===== src/design/imse_pkg.sv =====
`timescale 1ns / 1ps
// ============================================================================
// imse_pkg
// Shared types and constants of the induction motor slip estimator: beat
// layouts, sequencer states, serial arithmetic unit control and fixed-point
// scaling constants.
// ============================================================================
package imse_pkg;

    // Timer clock that stamps the control ticks.
    localparam int unsigned TIMER_CLOCK_HZ = 168000000;
    localparam logic [31:0] TIMER_HZ_W     = 32'(TIMER_CLOCK_HZ);

    // Slip guard: |slip| * dt > 0.1 rad  <=>  m > floor(floor(65536 * H / 10) / dt)
    localparam logic [63:0] GUARD_LIMIT = (64'(TIMER_CLOCK_HZ) * 64'd65536) / 64'd10;

    // 1 / (2 pi) in Q0.32, and the rounding half used with it.
    localparam logic [31:0] INV_TWO_PI_Q32 = 32'd683565276;
    localparam logic [15:0] INV_TWO_PI_LO  = INV_TWO_PI_Q32[15:0];
    localparam logic [47:0] ROUND_HALF     = 48'h0000_8000_0000;

    // Configuration space.
    localparam logic [31:0] SLIP_GAIN_RESET = 32'd917504;
    localparam int          ADDR_W          = 3;
    localparam logic        REG_SLIP_GAIN   = 1'b0;   // word index

    // Serial multiply / divide unit.
    localparam int          MUL_BITS = 32;
    localparam int          DIV_BITS = 64;
    localparam int          CNT_W    = $clog2(DIV_BITS);
    localparam logic [CNT_W-1:0] MUL_LAST = CNT_W'(MUL_BITS - 1);
    localparam logic [CNT_W-1:0] DIV_LAST = CNT_W'(DIV_BITS - 1);

    typedef struct packed {
        logic               sources_valid;
        logic [31:0]        timestamp;
        logic signed [15:0] rotor_angle;
        logic signed [31:0] rotor_velocity;
        logic signed [15:0] d_current;
        logic signed [15:0] q_current;
    } in_beat_t;

    typedef struct packed {
        logic               active;
        logic signed [15:0] stator_phase;
        logic signed [31:0] stator_velocity;
        logic signed [31:0] slip_speed;
    } out_beat_t;

    typedef struct packed {
        logic start;
        logic do_mul;
        logic do_div;
    } md_req_t;

    typedef struct packed {
        logic idle;
        logic done;
    } md_rsp_t;

    typedef enum logic [1:0] {
        MD_IDLE,
        MD_MUL,
        MD_DIV,
        MD_DONE
    } md_state_t;

    typedef enum logic [2:0] {
        ST_IDLE,
        ST_K,
        ST_STEP,
        ST_SLIP,
        ST_LIMIT,
        ST_ANGLE,
        ST_PHASE,
        ST_DONE
    } est_state_t;

endpackage


===== src/design/imse_muldiv.sv =====
`timescale 1ns / 1ps
// ============================================================================
// imse_muldiv
// Bit-serial unsigned multiply then divide: result = (opa * opb) / divisor.
// Shift-add multiply, one multiplier bit per cycle, then restoring divide,
// one quotient bit per cycle. Either pass can be skipped.
// ============================================================================
module imse_muldiv (
    input  logic             aclk,
    input  logic             aresetn,
    input  imse_pkg::md_req_t req,
    input  logic [31:0]      opa,
    input  logic [63:0]      opb,
    input  logic [31:0]      divisor,
    output imse_pkg::md_rsp_t rsp,
    output logic [63:0]      result
);
    import imse_pkg::*;

    md_state_t         state_reg, state_next;
    logic [CNT_W-1:0]  cnt_reg, cnt_next;
    logic [63:0]       prod_reg, prod_next;
    logic [31:0]       rem_reg, rem_next;

    logic [32:0]       mul_sum;
    logic [32:0]       rem_shift;
    logic [33:0]       rem_trial;
    logic              quo_bit;

    // Next state.
    always_comb begin
        state_next = state_reg;
        case (state_reg)
            MD_IDLE: begin
                if (req.start) begin
                    if (req.do_mul) begin
                        state_next = MD_MUL;
                    end else if (req.do_div) begin
                        state_next = MD_DIV;
                    end else begin
                        state_next = MD_DONE;
                    end
                end
            end
            MD_MUL: begin
                if (cnt_reg == MUL_LAST) begin
                    state_next = req.do_div ? MD_DIV : MD_DONE;
                end
            end
            MD_DIV: begin
                if (cnt_reg == DIV_LAST) begin
                    state_next = MD_DONE;
                end
            end
            MD_DONE: state_next = MD_IDLE;
            default: state_next = MD_IDLE;
        endcase
    end

    // Outputs.
    always_comb begin
        rsp.idle = 1'b0;
        rsp.done = 1'b0;
        case (state_reg)
            MD_IDLE: rsp.idle = 1'b1;
            MD_DONE: rsp.done = 1'b1;
            default: begin
                rsp.idle = 1'b0;
                rsp.done = 1'b0;
            end
        endcase
    end

    assign result = prod_reg;

    // Datapath: one multiplier bit or one quotient bit a cycle.
    always_comb begin
        mul_sum   = {1'b0, prod_reg[63:32]} + (prod_reg[0] ? {1'b0, opa} : 33'd0);
        rem_shift = {rem_reg, prod_reg[63]};
        rem_trial = {1'b0, rem_shift} - {2'b00, divisor};
        quo_bit   = ~rem_trial[33];

        prod_next = prod_reg;
        rem_next  = rem_reg;
        cnt_next  = '0;
        case (state_reg)
            MD_IDLE: begin
                prod_next = req.do_mul ? {32'd0, opb[31:0]} : opb;
                rem_next  = '0;
            end
            MD_MUL: begin
                prod_next = {mul_sum, prod_reg[31:1]};
                cnt_next  = (cnt_reg == MUL_LAST) ? '0 : cnt_reg + 1'b1;
            end
            MD_DIV: begin
                rem_next  = quo_bit ? rem_trial[31:0] : rem_shift[31:0];
                prod_next = {prod_reg[62:0], quo_bit};
                cnt_next  = (cnt_reg == DIV_LAST) ? '0 : cnt_reg + 1'b1;
            end
            default: begin
                prod_next = prod_reg;
            end
        endcase
    end

    always_ff @(posedge aclk) begin
        if (!aresetn) begin
            state_reg <= MD_IDLE;
            cnt_reg   <= '0;
        end else begin
            state_reg <= state_next;
            cnt_reg   <= cnt_next;
        end
    end

    always_ff @(posedge aclk) begin
        prod_reg <= prod_next;
        rem_reg  <= rem_next;
    end

endmodule


===== src/design/induction_motor_slip_estimator.sv =====
`timescale 1ns / 1ps
// ============================================================================
// induction_motor_slip_estimator
// Slip and stator field angle estimator for indirect field-oriented control.
//
// Usage:
//   s_ channel: one beat per control tick (timestamp, rotor angle and
//     velocity, d/q currents, sources_valid). m_ channel: one result beat per
//     tick (active, stator phase, stator velocity, slip velocity).
//   APB port: slip_gain at byte address 0, written while the block is idle.
//   Sequencing: a tick with sources_valid low, or the first valid tick after
//     that, goes straight to the done step and raises m_valid once the output
//     register is free. An updating tick walks up to six passes of the shared
//     bit-serial multiply/divide unit (flux gain, flux step, slip, guard,
//     angle, phase); the guard pass is skipped when the time step is zero,
//     and the slip and guard passes are skipped when the flux is zero.
//   Throughput: one tick at a time; the next beat can be taken the cycle after
//     the result loads.
//   The next input beat is taken as soon as the sequencer is idle, even while
//     the previous result still sits in the output register. If the receiver
//     stalls, the finished tick waits in the last step until the output
//     register frees.
//   Reset: slip_gain returns to 14.0 (Q16.16), flux, phase offset, timer
//     history and held outputs clear, and the estimator is inactive.
// ============================================================================
module induction_motor_slip_estimator (
    input  logic                      aclk,
    input  logic                      aresetn,
    // input ticks
    input  logic                      s_valid,
    output logic                      s_ready,
    input  imse_pkg::in_beat_t        s_data,
    // results
    output logic                      m_valid,
    input  logic                      m_ready,
    output imse_pkg::out_beat_t       m_data,
    // configuration
    input  logic                      psel,
    input  logic                      penable,
    input  logic                      pwrite,
    input  logic [imse_pkg::ADDR_W-1:0] paddr,
    input  logic [31:0]               pwdata,
    output logic [31:0]               prdata,
    output logic                      pready
);
    import imse_pkg::*;

    // ------------------------------------------------------------------
    // State
    // ------------------------------------------------------------------
    est_state_t          state_reg, state_next;
    logic [31:0]         slip_gain_reg;
    logic signed [15:0]  flux_reg;          // rotor flux estimate, Q8.8 A
    logic [15:0]         offset_reg;        // slip phase offset, binary angle
    logic [31:0]         prev_time_reg;
    logic                running_reg;
    logic [15:0]         held_angle_reg;
    logic [31:0]         held_speed_reg;
    logic [31:0]         held_slip_reg;

    // Per-tick working registers.
    in_beat_t            in_reg;
    logic [31:0]         dt_reg;
    logic [31:0]         k_reg;             // flux step gain, clamped to 32 bits
    logic [47:0]         m_reg;             // slip magnitude before the guard
    logic [31:0]         slip_mag_reg;
    logic                slip_neg_reg;
    logic [31:0]         r_lo_reg;
    logic [15:0]         rhc_reg;           // low half of upper angle product

    logic                m_valid_reg;
    out_beat_t           m_data_reg;

    // ------------------------------------------------------------------
    // Serial arithmetic unit
    // ------------------------------------------------------------------
    md_req_t             md_req;
    md_rsp_t             md_rsp;
    logic [31:0]         md_opa;
    logic [63:0]         md_opb;
    logic [31:0]         md_divisor;
    logic [63:0]         md_result;

    imse_muldiv u_muldiv (
        .aclk    (aclk),
        .aresetn (aresetn),
        .req     (md_req),
        .opa     (md_opa),
        .opb     (md_opb),
        .divisor (md_divisor),
        .rsp     (md_rsp),
        .result  (md_result)
    );

    // ------------------------------------------------------------------
    // Handshakes
    // ------------------------------------------------------------------
    logic s_fire;
    logic m_fire;
    logic out_load;
    logic cfg_write;

    assign s_fire    = s_valid & s_ready;
    assign m_fire    = m_valid_reg & m_ready;
    assign out_load  = (state_reg == ST_DONE) & (~m_valid_reg | m_ready);
    assign cfg_write = psel & penable & pwrite & pready;

    assign m_valid = m_valid_reg;
    assign m_data  = m_data_reg;
    assign pready  = 1'b1;
    assign prdata  = (paddr[ADDR_W-1:2] == REG_SLIP_GAIN) ? slip_gain_reg : 32'd0;

    // ------------------------------------------------------------------
    // Arithmetic around the serial unit
    // ------------------------------------------------------------------
    logic signed [16:0]  diff;              // Id minus flux
    logic                diff_neg;
    logic [16:0]         diff_abs;
    logic [31:0]         step_mag;
    logic signed [33:0]  step_signed;
    logic signed [33:0]  flux_sum;
    logic signed [15:0]  flux_next;
    logic [15:0]         iq_mag;
    logic [15:0]         flux_mag;
    logic                slip_neg_w;
    logic                guard_hit;
    logic [31:0]         slip_value;
    logic signed [32:0]  speed_sum;
    logic [31:0]         speed_sat;
    logic [31:0]         rhc_full;
    logic [47:0]         angle_round;
    logic [15:0]         angle_step;
    logic [15:0]         offset_next;

    function automatic logic [31:0] slip_limit(input logic [47:0] mag, input logic neg);
        logic [31:0] lim;
        if (neg) begin
            lim = (mag > 48'h0000_8000_0000) ? 32'h8000_0000 : mag[31:0];
        end else begin
            lim = (mag > 48'h0000_7FFF_FFFF) ? 32'h7FFF_FFFF : mag[31:0];
        end
        return lim;
    endfunction

    always_comb begin
        diff     = {in_reg.d_current[15], in_reg.d_current} - {flux_reg[15], flux_reg};
        diff_neg = diff[16];
        diff_abs = diff_neg ? (17'd0 - diff) : diff;

        // Flux moves toward Id by the truncated step, then saturates.
        step_mag    = md_result[47:16];
        step_signed = diff_neg ? (34'sd0 - signed'({2'b00, step_mag}))
                               : signed'({2'b00, step_mag});
        flux_sum    = {{18{flux_reg[15]}}, flux_reg} + step_signed;
        if (flux_sum > 34'sd32767) begin
            flux_next = 16'sh7FFF;
        end else if (flux_sum < -34'sd32768) begin
            flux_next = 16'sh8000;
        end else begin
            flux_next = flux_sum[15:0];
        end

        iq_mag     = in_reg.q_current[15] ? (16'd0 - in_reg.q_current) : in_reg.q_current;
        flux_mag   = flux_reg[15] ? (16'd0 - flux_reg) : flux_reg;
        slip_neg_w = in_reg.q_current[15] ^ flux_reg[15];

        // Guard threshold comes back from the divider in the limit pass.
        guard_hit  = {16'd0, m_reg} > md_result;

        slip_value = slip_neg_reg ? (32'd0 - slip_mag_reg) : slip_mag_reg;
        speed_sum  = {in_reg.rotor_velocity[31], in_reg.rotor_velocity}
                   + {slip_value[31], slip_value};
        if (speed_sum[32] != speed_sum[31]) begin
            speed_sat = speed_sum[32] ? 32'h8000_0000 : 32'h7FFF_FFFF;
        end else begin
            speed_sat = speed_sum[31:0];
        end

        // Angle step = bits 47:32 of r * (1/2pi) + half; the upper part of r
        // contributes only through the low 16 bits of its product.
        rhc_full    = {16'd0, md_result[47:32]} * {16'd0, INV_TWO_PI_LO};
        angle_round = md_result[47:0] + ROUND_HALF;
        angle_step  = angle_round[47:32] + rhc_reg;
        offset_next = slip_neg_reg ? (offset_reg - angle_step) : (offset_reg + angle_step);
    end

    // ------------------------------------------------------------------
    // Sequencer: next state
    // ------------------------------------------------------------------
    always_comb begin
        state_next = state_reg;
        case (state_reg)
            ST_IDLE: begin
                if (s_fire) begin
                    if (s_data.sources_valid && running_reg) begin
                        state_next = ST_K;
                    end else begin
                        state_next = ST_DONE;
                    end
                end
            end
            ST_K: begin
                if (md_rsp.done) begin
                    state_next = ST_STEP;
                end
            end
            ST_STEP: begin
                if (md_rsp.done) begin
                    state_next = (flux_next == 16'sd0) ? ST_ANGLE : ST_SLIP;
                end
            end
            ST_SLIP: begin
                if (md_rsp.done) begin
                    state_next = (dt_reg == 32'd0) ? ST_ANGLE : ST_LIMIT;
                end
            end
            ST_LIMIT: begin
                if (md_rsp.done) begin
                    state_next = ST_ANGLE;
                end
            end
            ST_ANGLE: begin
                if (md_rsp.done) begin
                    state_next = ST_PHASE;
                end
            end
            ST_PHASE: begin
                if (md_rsp.done) begin
                    state_next = ST_DONE;
                end
            end
            ST_DONE: begin
                if (out_load) begin
                    state_next = ST_IDLE;
                end
            end
            default: state_next = ST_IDLE;
        endcase
    end

    // ------------------------------------------------------------------
    // Sequencer: outputs (ready and the serial unit's operands)
    // ------------------------------------------------------------------
    always_comb begin
        s_ready       = 1'b0;
        md_req.start  = 1'b0;
        md_req.do_mul = 1'b0;
        md_req.do_div = 1'b0;
        md_opa        = 32'd0;
        md_opb        = 64'd0;
        md_divisor    = TIMER_HZ_W;
        case (state_reg)
            ST_IDLE: s_ready = 1'b1;
            ST_K: begin
                // k = slip_gain * dt / H
                md_req.start  = md_rsp.idle;
                md_req.do_mul = 1'b1;
                md_req.do_div = 1'b1;
                md_opa        = slip_gain_reg;
                md_opb        = {32'd0, dt_reg};
            end
            ST_STEP: begin
                // |Id - flux| * k
                md_req.start  = md_rsp.idle;
                md_req.do_mul = 1'b1;
                md_opa        = k_reg;
                md_opb        = {48'd0, diff_abs[15:0]};
            end
            ST_SLIP: begin
                // m = slip_gain * |Iq| / |flux|
                md_req.start  = md_rsp.idle;
                md_req.do_mul = 1'b1;
                md_req.do_div = 1'b1;
                md_opa        = slip_gain_reg;
                md_opb        = {48'd0, iq_mag};
                md_divisor    = {16'd0, flux_mag};
            end
            ST_LIMIT: begin
                // guard threshold = GUARD_LIMIT / dt
                md_req.start  = md_rsp.idle;
                md_req.do_div = 1'b1;
                md_opb        = GUARD_LIMIT;
                md_divisor    = dt_reg;
            end
            ST_ANGLE: begin
                // r = |slip| * dt / H
                md_req.start  = md_rsp.idle;
                md_req.do_mul = 1'b1;
                md_req.do_div = 1'b1;
                md_opa        = slip_mag_reg;
                md_opb        = {32'd0, dt_reg};
            end
            ST_PHASE: begin
                // low word of r times 1/(2 pi)
                md_req.start  = md_rsp.idle;
                md_req.do_mul = 1'b1;
                md_opa        = INV_TWO_PI_Q32;
                md_opb        = {32'd0, r_lo_reg};
            end
            default: begin
                s_ready = 1'b0;
            end
        endcase
    end

    // ------------------------------------------------------------------
    // Architectural state and configuration
    // ------------------------------------------------------------------
    always_ff @(posedge aclk) begin
        if (!aresetn) begin
            state_reg      <= ST_IDLE;
            slip_gain_reg  <= SLIP_GAIN_RESET;
            flux_reg       <= '0;
            offset_reg     <= '0;
            prev_time_reg  <= '0;
            running_reg    <= 1'b0;
            held_angle_reg <= '0;
            held_speed_reg <= '0;
            held_slip_reg  <= '0;
            m_valid_reg    <= 1'b0;
        end else begin
            state_reg <= state_next;

            if (cfg_write && (paddr[ADDR_W-1:2] == REG_SLIP_GAIN)) begin
                slip_gain_reg <= pwdata;
            end

            if (s_fire) begin
                if (!s_data.sources_valid) begin
                    // drop out of the running state, keep the timer history
                    running_reg <= 1'b0;
                end else begin
                    prev_time_reg <= s_data.timestamp;
                    if (!running_reg) begin
                        // first valid tick: restart the estimate
                        flux_reg    <= '0;
                        offset_reg  <= '0;
                        running_reg <= 1'b1;
                    end
                end
            end

            if ((state_reg == ST_STEP) && md_rsp.done) begin
                flux_reg <= flux_next;
            end

            if ((state_reg == ST_PHASE) && md_rsp.done) begin
                offset_reg     <= offset_next;
                held_angle_reg <= in_reg.rotor_angle + offset_next;
                held_speed_reg <= speed_sat;
                held_slip_reg  <= slip_value;
            end

            // Output register: load the finished tick, drop it once taken.
            if (out_load) begin
                m_valid_reg <= 1'b1;
            end else if (m_fire) begin
                m_valid_reg <= 1'b0;
            end
        end
    end

    // ------------------------------------------------------------------
    // Per-tick working registers
    // ------------------------------------------------------------------
    always_ff @(posedge aclk) begin
        if (s_fire) begin
            in_reg       <= s_data;
            dt_reg       <= s_data.timestamp - prev_time_reg;
            slip_mag_reg <= '0;
            slip_neg_reg <= 1'b0;
        end

        if ((state_reg == ST_K) && md_rsp.done) begin
            k_reg <= (|md_result[63:32]) ? 32'hFFFF_FFFF : md_result[31:0];
        end

        if ((state_reg == ST_SLIP) && md_rsp.done) begin
            m_reg        <= md_result[47:0];
            slip_neg_reg <= slip_neg_w;
            if (dt_reg == 32'd0) begin
                // no time has passed: no guard applies
                slip_mag_reg <= slip_limit(md_result[47:0], slip_neg_w);
            end
        end

        if ((state_reg == ST_LIMIT) && md_rsp.done) begin
            slip_mag_reg <= guard_hit ? 32'd0 : slip_limit(m_reg, slip_neg_reg);
        end

        if ((state_reg == ST_ANGLE) && md_rsp.done) begin
            r_lo_reg <= md_result[31:0];
            rhc_reg  <= rhc_full[15:0];
        end

        if (out_load) begin
            m_data_reg.active          <= running_reg;
            m_data_reg.stator_phase    <= held_angle_reg;
            m_data_reg.stator_velocity <= held_speed_reg;
            m_data_reg.slip_speed      <= held_slip_reg;
        end
    end

endmodule


===== config.mk =====
export PLATFORM = sky130hd
export DESIGN_NAME = induction_motor_slip_estimator
export DESIGN_NICKNAME = d
export VERILOG_FILES = /design/src/design/imse_pkg.sv /design/src/design/imse_muldiv.sv /design/src/design/induction_motor_slip_estimator.sv
export SDC_FILE = /design/constraint.sdc
export NUM_CORES = 2
export LEC_CHECK = 0
export BUFFER_PORTS_ARGS = -buffer_cell sky130_fd_sc_hd__buf_2
export CORE_MARGIN = 3
export CORE_UTILIZATION = 56
export DETAILED_ROUTE_END_ITERATION = 10
export GPL_TIMING_DRIVEN = 0
export PLACE_DENSITY = 0.8
export SYNTH_ARGS = -nofsm -noshare
export SYNTH_HDL_FRONTEND = slang
export SYNTH_SLANG_ARGS = --single-unit

===== constraint.sdc =====
create_clock -name aclk -period 6.1 [get_ports aclk]
set_input_delay 0.915 -clock aclk [delete_from_list [all_inputs] [get_ports aclk]]
set_output_delay 0.915 -clock aclk [all_outputs]
set_load 0.01 [all_outputs]

==> summary.txt <==
STA
  – Min Tclk post-route: between 6 and 7 ns
  – Max Fclk: 0.159 GHz
  – Final Hold Fails: 0
  – Final WS setup: -0.180 ns
  – Fin Setup TNS: -0.998 ns
  – Setup-failing EPs final: 13
  – Worst hold slack: roughly 0.43 ns
  – RSZ-0062 raised after global routing: yes
  – Slew Limit Fails: 0
  – Tcrit/Tclk final: 103%
  – Actual slew at the worst max-slew pin: ~1.4 ns
  – Skew final: 0.0293 ns
  – Slew headroom: under 10%

Synth
  – Synthesis-stage register bit count: between 600 and 700
  – Top cells by area, synth: edfxtp_1 31%, dfxtp_1 11%, ha_1 11%
  – Syn_area_per_cell: 9.33 um^2
  – Seq/Total Area, Yosys: slightly above 40%
  – Top cells by count, synth: 452 x nand2_1, 416 x edfxtp_1, 396 x a21oi_1
  – Post-synthesis cell type count: between 90 and 100
  – Top cell type by total area after synthesis: edfxtp_1
  – Post-synth EDFFs: roughly 420
  – Ys async rst share: 0%
  – Cell Area, Synth: 0.0409 mm^2
  – Top-count cell post-synth: nand2_1
  – Syn Nets: between 4000 and 5000
  – Mapped Cells: about 4400
  – Yosys warnings: 0
  – Post-synth top area share: about 30%
  – Most used DFF post-synth: edfxtp_1

Cells and area
  – Layout Cells excl Fill: between 5000 and 6000
  – Max FFs per register: 81
  – Fin nets: 5325
  – FF+latch area: ~0.017 mm^2
  – Multi-input logic area: around 0.023 mm^2
  – Ant. Diodes: 0
  – FILL cells: between 5000 and 6000
  – Area growth, synth to finish: 16.5%
  – Share of cells above drive strength 1: approximately 14%

Status
  – Failing checks: negative setup slack
  – Run status: complete, but fails checks

Clocking
  – CTS Hold Bufs: 0
  – Max clock buf depth: 3
  – CTS Buf Count: 70
  – Clock root cell: clkbuf_16
  – Clk sinks: 637
  – H-tree levels: 3
  – Clk Latency, worst-skew pair: approximately 0.64 ns
  – Clock transition at path regs: 0.06 ns
  – TritonCTS clock tree: built

Routing
  – Residual DRC: 0
  – Vias: 36700
  – Routed wire length: approximately 140000 um
  – Antenna Nets Post-Route: 0
  – DR iter-0 viols: 4069
  – DR pass1 iterations: 8
  – Vias/cell: roughly 6.3
  – Routed WL per cell: 23.6 um

Floorplan
  – Die area: about 0.076 mm^2
  – Starting density of the core: between 50% and 60%
  – Total core area: 0.0720 mm^2
  – Rows: 98
  – Die Ht: 276 um
  – # IOs: 271
  – Die X-Extent: between 200 and 300 um

Setup path
  – Critical Path Source Type: register
  – FF-to-FF End: state_reg[2]
  – Worst path required time: approximately 6.7 ns
  – R2R cell count: 28
  – Critical Path AT: between 6 and 7 ns
  – CP endpoint kind: register
  – Crit path max fanout: 7
  – Critical Path Sink: state_reg[2]
  – CP Class: reg -> reg
  – R2r startpoint: in_reg[16]
  – Slowest stage delay, CP: just under 0.5 ns
  – CP startpoint: in_reg[16]
  – R2r setup slk: -0.18 ns
  – Max stage delay cell, worst path: or4b_4

Power
  – Max VDD drop: 0.351 mV
  – Lkg Pwr: ~19 nW
  – Comb pwr share: between 50 and 60%
  – Part of the power in registers: between 20 and 30%
  – NetSw: 9.82 mW
  – Internal power: roughly 12 mW
  – Clk pwr share: about 21%
  – Pwr Total: ~22 mW
  – Sw Ratio: ~44%
  – Power Density: 466 mW/mm^2

Min path
  – Hold Crit Class: reg -> reg

Global route
  – First-pass GRT wire length: 203000 um
  – Vias in the first global route: roughly 35000
  – GRT Overall Usage: around a third
  – Pin count of the biggest net entering global routing: 75
  – Initial antenna violation count: 3
  – Gr ovfl total: 0

Job
  – Max Cap Viol: 0

Placement
  – Detailed placement HPWL: around 100000 um
  – GP Congestion: roughly 1
  – Cells after DPL: 5605
  – Count of input and output buffers: between 200 and 300
  – Setup Slack @ Placement: -1.73 ns
==> cell usage in the layout (no fill, tap or decap), drive strengths merged, types with 52 or more instances in the layout <==
master / instances
nor4: 52
xnor2: 235
dfxtp: 221
a22oi: 93
inv: 257
a21o: 103
nor2: 356
clkbuf: 248
buf: 376
nand2: 452
nor2b: 75
edfxtp: 416
xor2: 91
ha: 344
nor3: 95
a21oi: 398
o21ai: 243
nand3: 69
==> metrics by stage <==
stage / utilization [%] / area [um^2]
floorplan: - / 40900
global placement: 60.4 / 43400
detailed placement: 60.5 / 43600
CTS: 65.1 / 46800
global route: 66.2 / 47700
finish: 66.2 / 47700
==> metal layers <==
metal | vias to the layer above | share of wire [%] | GRT usage [%]
li1 | 16800 | - | -
met1 | 17400 | 38 | 42.5
met2 | 2068 | 46 | 55.1
met3 | 491 | 9.4 | 6.00
met4 | 4 | 7.2 | 21.3
met5 | - | 0.024 | 0
==> worst max-delay path: cells and delay by family, from the launching register on <==
family                   cells  cell delay [ns]
XOR/XNOR                     1             0.31
flip-flops                   1             0.38
AND/OR/NAND/NOR              6             1.43
buffers and inverters        4             0.52
AO/OA/AOI/OAI               14             2.83
adder cells (fa/ha/maj)      3             0.72
==> cell type report <==
class | instances | share of cell area [%]
clock buffers | 98 | 4.37
clock inverters | 31 | 0.835
repair buffers | 345 | 4.23
well taps | 950 | 2.49
multi-input cells | 3300 | 48.9
plain buffers | 181 | 1.65
flip-flops and latches | 637 | 35.5
inverters | 256 | 2.03
==> worst min path at each step <==
stage                     cells past startpoint          to               start
after floorplan                               0  m_data[32]   held_speed_reg[0]
after global placement                        0  m_data[42]  held_speed_reg[10]
after detailed placement                      0  m_data[49]  held_speed_reg[17]
after CTS                                     0  m_data[49]  held_speed_reg[17]
after global routing                          0  m_data[49]  held_speed_reg[17]
final                                         0  m_data[52]  held_speed_reg[20]
==> power by group through the flow <==
stage               Combinational, mW  Clock (mW)  Sequential [mW]
global route                     12.5        4.77             6.08
finish                           11.6        4.59             6.06
floorplan                        7.51           0             5.81
detailed placement               10.3           0             6.09
global placement                 10.1           0             6.14
CTS                              10.8        4.59             6.01
==> cells by family (layout without fill, tap and decap cells) <==
kind of cell / count (synthesis) / after routing / synth area share, %
fa+ha+maj: 383 / 383 / 12.3
mux: 14 / 14 / 0.352
flops: 637 / 637 / 41.3
xor+xnor: 327 / 327 / 7.03
simple gates: 1333 / 1333 / 15.2
other cells: 1 / 1 / 0.00917
buf+inv: 446 / 911 / 4.15
compound gates: 1242 / 1242 / 19.6
==> repair_timing <==
action,4_1_cts,5_1_grt
resized for setup,111,134
buffers inserted,36,35
pin swaps,31,59
setup endpoints to repair,63,51
cloned,1,1
(Power assumes the default switching activity.)
